**config.mk**
```make
export PLATFORM = sky130hd
export DESIGN_NAME = dcs_back_flat
export DESIGN_NICKNAME = d
export VERILOG_FILES = /design/src/hdl/dcs_pkg.sv /design/src/hdl/dcs_stream_if.sv /design/src/hdl/dcs_back.sv /design/src/flat_wrapper.sv
export SDC_FILE = /design/constraint.sdc
export NUM_CORES = 1
export LEC_CHECK = 0
export ABC_AREA = 1
export ABC_CLOCK_PERIOD_IN_PS = 1800
export BUFFER_PORTS_ARGS = -buffer_cell sky130_fd_sc_hd__buf_4
export CAP_MARGIN = 20
export CORE_UTILIZATION = 14
export CTS_BUF_LIST = sky130_fd_sc_hd__clkbuf_4 sky130_fd_sc_hd__clkbuf_8
export DETAILED_ROUTE_END_ITERATION = 6
export MAX_ROUTING_LAYER = met4
export PLACE_DENSITY = 0.88
export SKIP_CTS_REPAIR_TIMING = 1
export SYNTH_ARGS = -nofsm -noshare
export SYNTH_HDL_FRONTEND = slang
export SYNTH_SLANG_ARGS = --single-unit
```
**constraint.sdc**
```tcl
create_clock -name clk -period 1.8 [get_ports clk]
set_input_delay 0.09 -clock clk [delete_from_list [all_inputs] [get_ports clk]]
set_output_delay 0.09 -clock clk [all_outputs]
set_load 0.05 [all_outputs]
```
**src/hdl/dcs_pkg.sv**
```systemverilog
package dcs_pkg;

    localparam int DCS_MAX_DIM = 512;

    localparam int CFG_W     = 10;
    localparam int CFG_IDX_W = 1;
    localparam int IDX_W     = 9;
    localparam int VAL_W     = 32;
    localparam int COL_W     = 9;
    localparam int POS_W     = 19;
    localparam int ROW_W     = 9;
    localparam int SUM_W     = 64;

    localparam logic [CFG_W-1:0] ROW_LENGTH_RESET   = 10'd512;
    localparam logic [CFG_W-1:0] ROWS_IN_PART_RESET = 10'd64;

    typedef enum logic [CFG_IDX_W-1:0] {
        REG_ROW_LENGTH   = 1'b0,
        REG_ROWS_IN_PART = 1'b1
    } cfg_reg_t;

    localparam logic ACT_LOAD    = 1'b0;
    localparam logic ACT_ELEMENT = 1'b1;

    localparam logic KIND_ENTRY = 1'b0;
    localparam logic KIND_ROW   = 1'b1;

    typedef struct packed {
        logic                    action;
        logic [IDX_W-1:0]        vector_index;
        logic signed [VAL_W-1:0] vector_value;
        logic signed [VAL_W-1:0] element_value;
    } in_word_t;

    typedef struct packed {
        logic                    kind;
        logic signed [VAL_W-1:0] entry_value;
        logic [COL_W-1:0]        column;
        logic [POS_W-1:0]        nonzero_position;
        logic [ROW_W-1:0]        row_index;
        logic signed [SUM_W-1:0] row_sum;
        logic                    last;
    } out_word_t;

    typedef struct packed {
        logic signed [VAL_W-1:0] element_value;
        logic [COL_W-1:0]        column;
        logic [POS_W-1:0]        position;
        logic [ROW_W-1:0]        row;
        logic                    row_end;
        logic                    nonzero;
    } elem_info_t;

endpackage

```
**src/hdl/dcs_stream_if.sv**
```systemverilog
interface dcs_stream_if #(
    parameter type word_t = logic
);
    logic  valid;
    logic  ready;
    word_t data;

    modport source (output valid, output data, input ready);
    modport sink   (input valid, input data, output ready);
endinterface

```
**src/hdl/dcs_back.sv**
```systemverilog
module dcs_back (
    input  logic                             clk,
    input  logic                             rst_n,
    input  logic                             b_valid,
    input  dcs_pkg::elem_info_t              b_info,
    input  logic signed [dcs_pkg::VAL_W-1:0] vec_value,
    output logic                             adv,
    dcs_stream_if.source                     result
);
    import dcs_pkg::*;

    logic                    c_valid_reg, c_valid_next;
    elem_info_t              c_info_reg, c_info_next;
    logic signed [SUM_W-1:0] c_prod_reg, c_prod_next;
    logic                    phase_reg, phase_next;
    logic signed [SUM_W-1:0] acc_reg, acc_next;
    logic                    res_valid_reg, res_valid_next;
    out_word_t               res_word_reg, res_word_next;

    logic signed [VAL_W-1:0] elem_s;
    logic signed [SUM_W-1:0] prod;
    logic signed [SUM_W-1:0] sum_now;
    logic                    two;
    logic                    out_free;
    logic                    c_fire;
    logic                    c_done;
    out_word_t               word;

    assign elem_s = b_info.element_value;
    assign prod   = elem_s * vec_value;

    assign sum_now  = acc_reg + (c_info_reg.nonzero ? c_prod_reg : '0);
    assign two      = c_info_reg.nonzero && c_info_reg.row_end;
    assign out_free = !res_valid_reg || result.ready;
    assign c_fire   = c_valid_reg && out_free;
    assign c_done   = c_fire && (!two || phase_reg);
    assign adv      = !c_valid_reg || c_done;

    always_comb
    begin
        c_valid_next = c_valid_reg;
        c_info_next  = c_info_reg;
        c_prod_next  = c_prod_reg;
        if (adv)
        begin
            c_valid_next = b_valid;
            c_info_next  = b_info;
            c_prod_next  = prod;
        end
    end

    always_comb
    begin
        word.row_index = c_info_reg.row;
        if (c_info_reg.nonzero && !phase_reg)
        begin
            word.kind             = KIND_ENTRY;
            word.entry_value      = c_info_reg.element_value;
            word.column           = c_info_reg.column;
            word.nonzero_position = c_info_reg.position;
            word.row_sum          = '0;
            word.last             = !c_info_reg.row_end;
        end
        else
        begin
            word.kind             = KIND_ROW;
            word.entry_value      = '0;
            word.column           = '0;
            word.nonzero_position = c_info_reg.position + POS_W'(c_info_reg.nonzero);
            word.row_sum          = sum_now;
            word.last             = 1'b1;
        end
    end

    always_comb
    begin
        phase_next     = phase_reg;
        acc_next       = acc_reg;
        res_valid_next = res_valid_reg;
        res_word_next  = res_word_reg;
        if (out_free)
            res_valid_next = c_fire;
        if (c_fire)
        begin
            res_word_next = word;
            if (two && !phase_reg)
                phase_next = 1'b1;
        end
        if (c_done)
        begin
            phase_next = 1'b0;
            acc_next   = c_info_reg.row_end ? '0 : sum_now;
        end
    end

    always_ff @(posedge clk or negedge rst_n)
    begin
        if (!rst_n)
        begin
            c_valid_reg   <= 1'b0;
            phase_reg     <= 1'b0;
            acc_reg       <= '0;
            res_valid_reg <= 1'b0;
        end
        else
        begin
            c_valid_reg   <= c_valid_next;
            phase_reg     <= phase_next;
            acc_reg       <= acc_next;
            res_valid_reg <= res_valid_next;
        end
    end

    always_ff @(posedge clk)
    begin
        c_info_reg   <= c_info_next;
        c_prod_reg   <= c_prod_next;
        res_word_reg <= res_word_next;
    end

    assign result.valid = res_valid_reg;
    assign result.data  = res_word_reg;

    assert property (@(posedge clk) disable iff (!rst_n)
        phase_reg |-> (c_valid_reg && c_info_reg.nonzero && c_info_reg.row_end))
        else $error("second word pending without a nonzero at row end");

    assert property (@(posedge clk) disable iff (!rst_n)
        (c_valid_reg && !c_done) |=> (c_valid_reg && $stable(c_prod_reg)))
        else $error("stalled product lost");

    assert property (@(posedge clk) disable iff (!rst_n)
        (c_done && c_info_reg.row_end) |=> (acc_reg == '0))
        else $error("row sum not cleared after row end");

endmodule

```
**src/flat_wrapper.sv**
```systemverilog
// flat-port wrapper written by rule: the top's interface ports become plain ports
module dcs_back_flat import dcs_pkg::*;
  (clk, rst_n, b_valid, b_info, vec_value, adv, result_valid, result_data, result_ready);
  dcs_stream_if result_i ();
  input  logic clk;
  input  logic rst_n;
  input  logic b_valid;
  input  dcs_pkg::elem_info_t b_info;
  input  logic signed [dcs_pkg::VAL_W-1:0] vec_value;
  output logic adv;
  output wire logic [$bits(result_i.valid)-1:0] result_valid;
  output wire logic [$bits(result_i.data)-1:0] result_data;
  input wire logic [$bits(result_i.ready)-1:0] result_ready;
  assign result_valid = result_i.valid;
  assign result_data = result_i.data;
  assign result_i.ready = result_ready;
  dcs_back u_core (.clk(clk), .rst_n(rst_n), .b_valid(b_valid), .b_info(b_info), .vec_value(vec_value), .adv(adv), .result(result_i));
endmodule
```
After elaboration in Yosys (flattened, before gate mapping) --
Cells that the tools add are included. Widths: inputs -> output; s select.
Word-level totals: register bits 6, output and inout bits 3, logic and storage cells 25
Cells by class: muxes and demuxes 3, reduce and logical (&&, ||, !) cells 16
Operators with widths (number):
- $logic_and 1x1->1 | 5
- $logic_not 1->1 | 5
- $reduce_bool 2->1 | 2
- $logic_or 1x1->1 | 3
- $mux 1 | 3
- $reduce_and 2->1 | 1

Longest topological paths before layout --
depth after elaboration 6, mapped depth 5, depth with buffers taken out 5

Worst setup path before layout --
OpenSTA, ideal clock, no wires.
path type reg-to-reg, start point register u_core.res_valid_reg, in the netlist u_core.result.valid, end point register u_core.c_info_reg[0] (netlist name), enable pin, setup time 0.395 ns, arrival 1.568 ns, required time 1.405 ns, setup slack -0.163 ns, stages on the path, launching flop included 4, cell sequence dfrtp_1 inv_1 nor2_1 o21bai_1
On the way: word-level cells in the longest chain between the ends 5
RTL lines:
- from (decl) | line dcs_back.sv:17 | logic res_valid_reg, res_valid_next;
- from (signal assigned) | line dcs_back.sv:110 | res_valid_reg <= res_valid_next;
- $logic_not 1->1 | line dcs_back.sv:34 | assign out_free = !res_valid_reg || result.ready;
- $logic_or 1x1->1 | line dcs_back.sv:34
- $logic_and 1x1->1 | line dcs_back.sv:35 | assign c_fire = c_valid_reg && out_free;
- $logic_and 1x1->1 | line dcs_back.sv:36 | assign c_done = c_fire && (!two || phase_reg);
- $logic_or 1x1->1 | line dcs_back.sv:37 | assign adv = !c_valid_reg || c_done;
- via adv | line flat_wrapper.sv:10 | output logic adv;
- to (signal assigned) | line dcs_back.sv:116 | c_info_reg <= c_info_next;
- to (decl) | line dcs_back.sv:13 | elem_info_t c_info_reg, c_info_next;
The timed path passes the listed nets, and every way through them passes these cells. A chain may end at the register's enable or synchronous reset.

Final worst setup path --
start point register u_core.res_valid_reg, in the netlist u_core.result.valid, end point output port adv
On the way: word-level cells in the longest chain between the ends 5
RTL lines (line):
- $logic_not 1->1 | dcs_back.sv:34
- $logic_or 1x1->1 | dcs_back.sv:34
- $logic_and 1x1->1 | dcs_back.sv:35
- $logic_and 1x1->1 | dcs_back.sv:36
- $logic_or 1x1->1 | dcs_back.sv:37
- to (decl) | flat_wrapper.sv:10
No other way between the ends.

==> metrics.yaml <==
synthesis:
  synth_ff_type: "edfxtp_1"
  yosys.area.top_type: "edfxtp_1"
  synthSimpleGateAreaFrac: 0.1398
  yosysUniqueCellTypes: 8
  syn_avg_cell_area_um2: 10.58
  synth_area_um2: 232.7
  synth-seq-cells: 6
  synth-edff-count: 3
  yosysTopAreaCellShare: 0.3871
  synth_top_family_by_area: "simple AND/OR/NAND/NOR gates"
  synthTopCellsByArea: "edfxtp_1, dfrtp_1, inv_1, nand2_1, o21bai_1"
  synthAdderAreaFrac: 0
  synth_nets: 129
  synth-xor-area-share: 0
  synth_compound_area_frac: 0.05376
  synth_warnings: 0
  ys_seq_area_frac: 0.7097
  synth_common_cells: "inv_1, nand2_1, dfrtp_1, edfxtp_1"
  syn_inst: 22
  synth_mux_area_frac: 0
  ys_async_sr_fraction: 0.5000
placed_design:
  routabilityCongestion: 0.6044
  dp_cells: 46
  place_hpwl_um: 326.1
  numPortBuffers: 8
global_route:
  grt_use_total: 0.05440
  antenna_found_initial: 0
  grt.overflow.total: 0
  grt_max_degree: 5
  grt_pass1_vias: 190
  grt_pass1_wl_um: 655
setup_path:
  cp-end-kind: "output port"
  rrSetupSlack_ns: 0.77
  arrival_ns: 1.20
  r2r-end: "u_core.c_info_reg[1]"
  cpMaxStageDelayCell: "dfrtp_1"
  r2r_cells: 3
  crit_type: "register to output port"
  crit_path_max_incr_delay_ns: 0.39
  crit_fanout: 4
  required_ns: 1.71
  start_kind: "register"
  timing.rr.start: "u_core.result.valid"
  path_cells: "inv_1, nor2_1, o21bai_2, buf_4"
pwr:
  finalPower_uw: 405.7
  leakagePower_nw: 0.1818
  ir_drop_mv: 0.2378
  cellPowerDensity_nw_per_um2: 1138
timing:
  clock_skew_ns: 0.005944
  tightestPinTransition_ns: 0.2279
  max_freq_mhz: 772.7
  setup_viol: 0
  finalCritPeriodShare: 0.7190
  maxSlewViolCount: 0
  finalSetupTns_ns: 0
  slew_headroom: 0.8480
  hold_viol_final: 0
  rsz0062_at_grt: "no"
  min_period_ns: 1.294
cts:
  h-tree-depth: 1
  clock_latency_ns: 0.24
  cts_tree: "done"
  cts_root_buf: "clkbuf_4"
  cts_made_buffers: 3
  clock_sinks: 6
  cts.reportedPaths.clkPinSlew_ns: 0.05
  clk_path_buf_depth: 2
routing:
  drc: 0
  dr.pass1.iters: 2
  antenna_left: 0
  met1_length_um: 159
  dr_wl_met2_um: 185
  wl_met3_um: 31
  wl_um: 376
  drt_iter0_markers: 4
  vias_per_cell: 3.431
  wl_per_cell_um: 7.373
  routed.top_layer: "met3"
  vias: 175
die:
  row_count: 14
  pin_count: 110
  coreArea_um2: 1524
  die_y_um: 42.77
  die_w_um: 42.77
  initial_core_util: 0.1527
  dieArea_um2: 1829
final_layout:
  drive_gt1_frac: 0.4000
  post-route-util: 0.2340
  nets: 143
  diodes: 0
  finalNonFillerCells: 51
  areaGrowthSynthToFinish_pct: 53.23
  largest_reg_flops: 2
outcome:
  status: "completed"
hold_path:
  min_to: "u_core.c_info_reg[0]"
  holdCritStartpoint: "b_info[0]"
  hold_path_class: "input port to register"
  whs_path_depth: 1
run:
  drv_cap: 0
## critical path: cells and delay by family (launching register included)
kind                   cells  cell delay (ns)
flip-flops                 1             0.39
AND/OR/NAND/NOR            1             0.04
buffers and inverters      2             0.30
AO/OA/AOI/OAI              1             0.22
## cell families after synthesis
family | Yosys count
compound gates | 2
flops | 6
buf+inv | 6
simple gates | 8
## per-layer routing
metal | vias up | global-route usage
met2 | 6 | 0.08788
met1 | 79 | 0.04233
met4 | 0 | 0.05625
met5 | - | -
li1 | 90 | -
met3 | 0 | 0.02553
## worst max-delay path by stage
stage / from / to / slack (ns)
after floorplan: u_core.result.valid / u_core.c_info_reg[0] / 0.19
after global placement: u_core.result.valid / adv / 0.79
after detailed placement: u_core.result.valid / adv / 0.75
after CTS: u_core.result.valid / adv / 0.48
after global routing: u_core.result.valid / adv / 0.41
final: u_core.result.valid / adv / 0.51
## stage by stage
stage	cell area [µm²]	hold slack, ns	setup WS [ns]
floorplan	236.5	-0.2056	0.1894
global placement	316.6	-0.1192	0.7909
detailed placement	316.6	-0.1174	0.7511
CTS	346.6	-0.3809	0.4827
global route	356.6	0.007794	0.4146
finish	356.6	0.02314	0.5058
## report_power, final
| part | leakage (nW) | switching [mW] | internal (mW) |
|---|---|---|---|
| Clock | 0.0184 | 0.0485 | 0.0990 |
| Sequential | 0.0624 | 0.00807 | 0.165 |
| Combinational | 0.101 | 0.0552 | 0.0297 |
| Total | 0.182 | 0.112 | 0.294 |
## layout make-up
| type | count | area [µm²] |
|---|---|---|
| Multi-Input combinational cell | 10 | 48.80 |
| Tap cell | 16 | 20.02 |
| Clock buffer | 4 | 30.03 |
| Timing Repair Buffer | 9 | 70.07 |
| Fill cell | 168 | 1167 |
| Inverter | 6 | 22.52 |
| Sequential cell | 6 | 165.2 |
## placed cells by master, fill, tap and decap left out, drive strengths merged
cell,netlist,layout
inv,6,6
dfrtp,3,3
edfxtp,3,3
nand2,6,6
dlygate4sd3,0,1
o21ai,1,1
o21bai,1,1
buf,0,8
nor2,2,2
clkbuf,0,4
No activity file was read; power rests on OpenSTA's default activity.
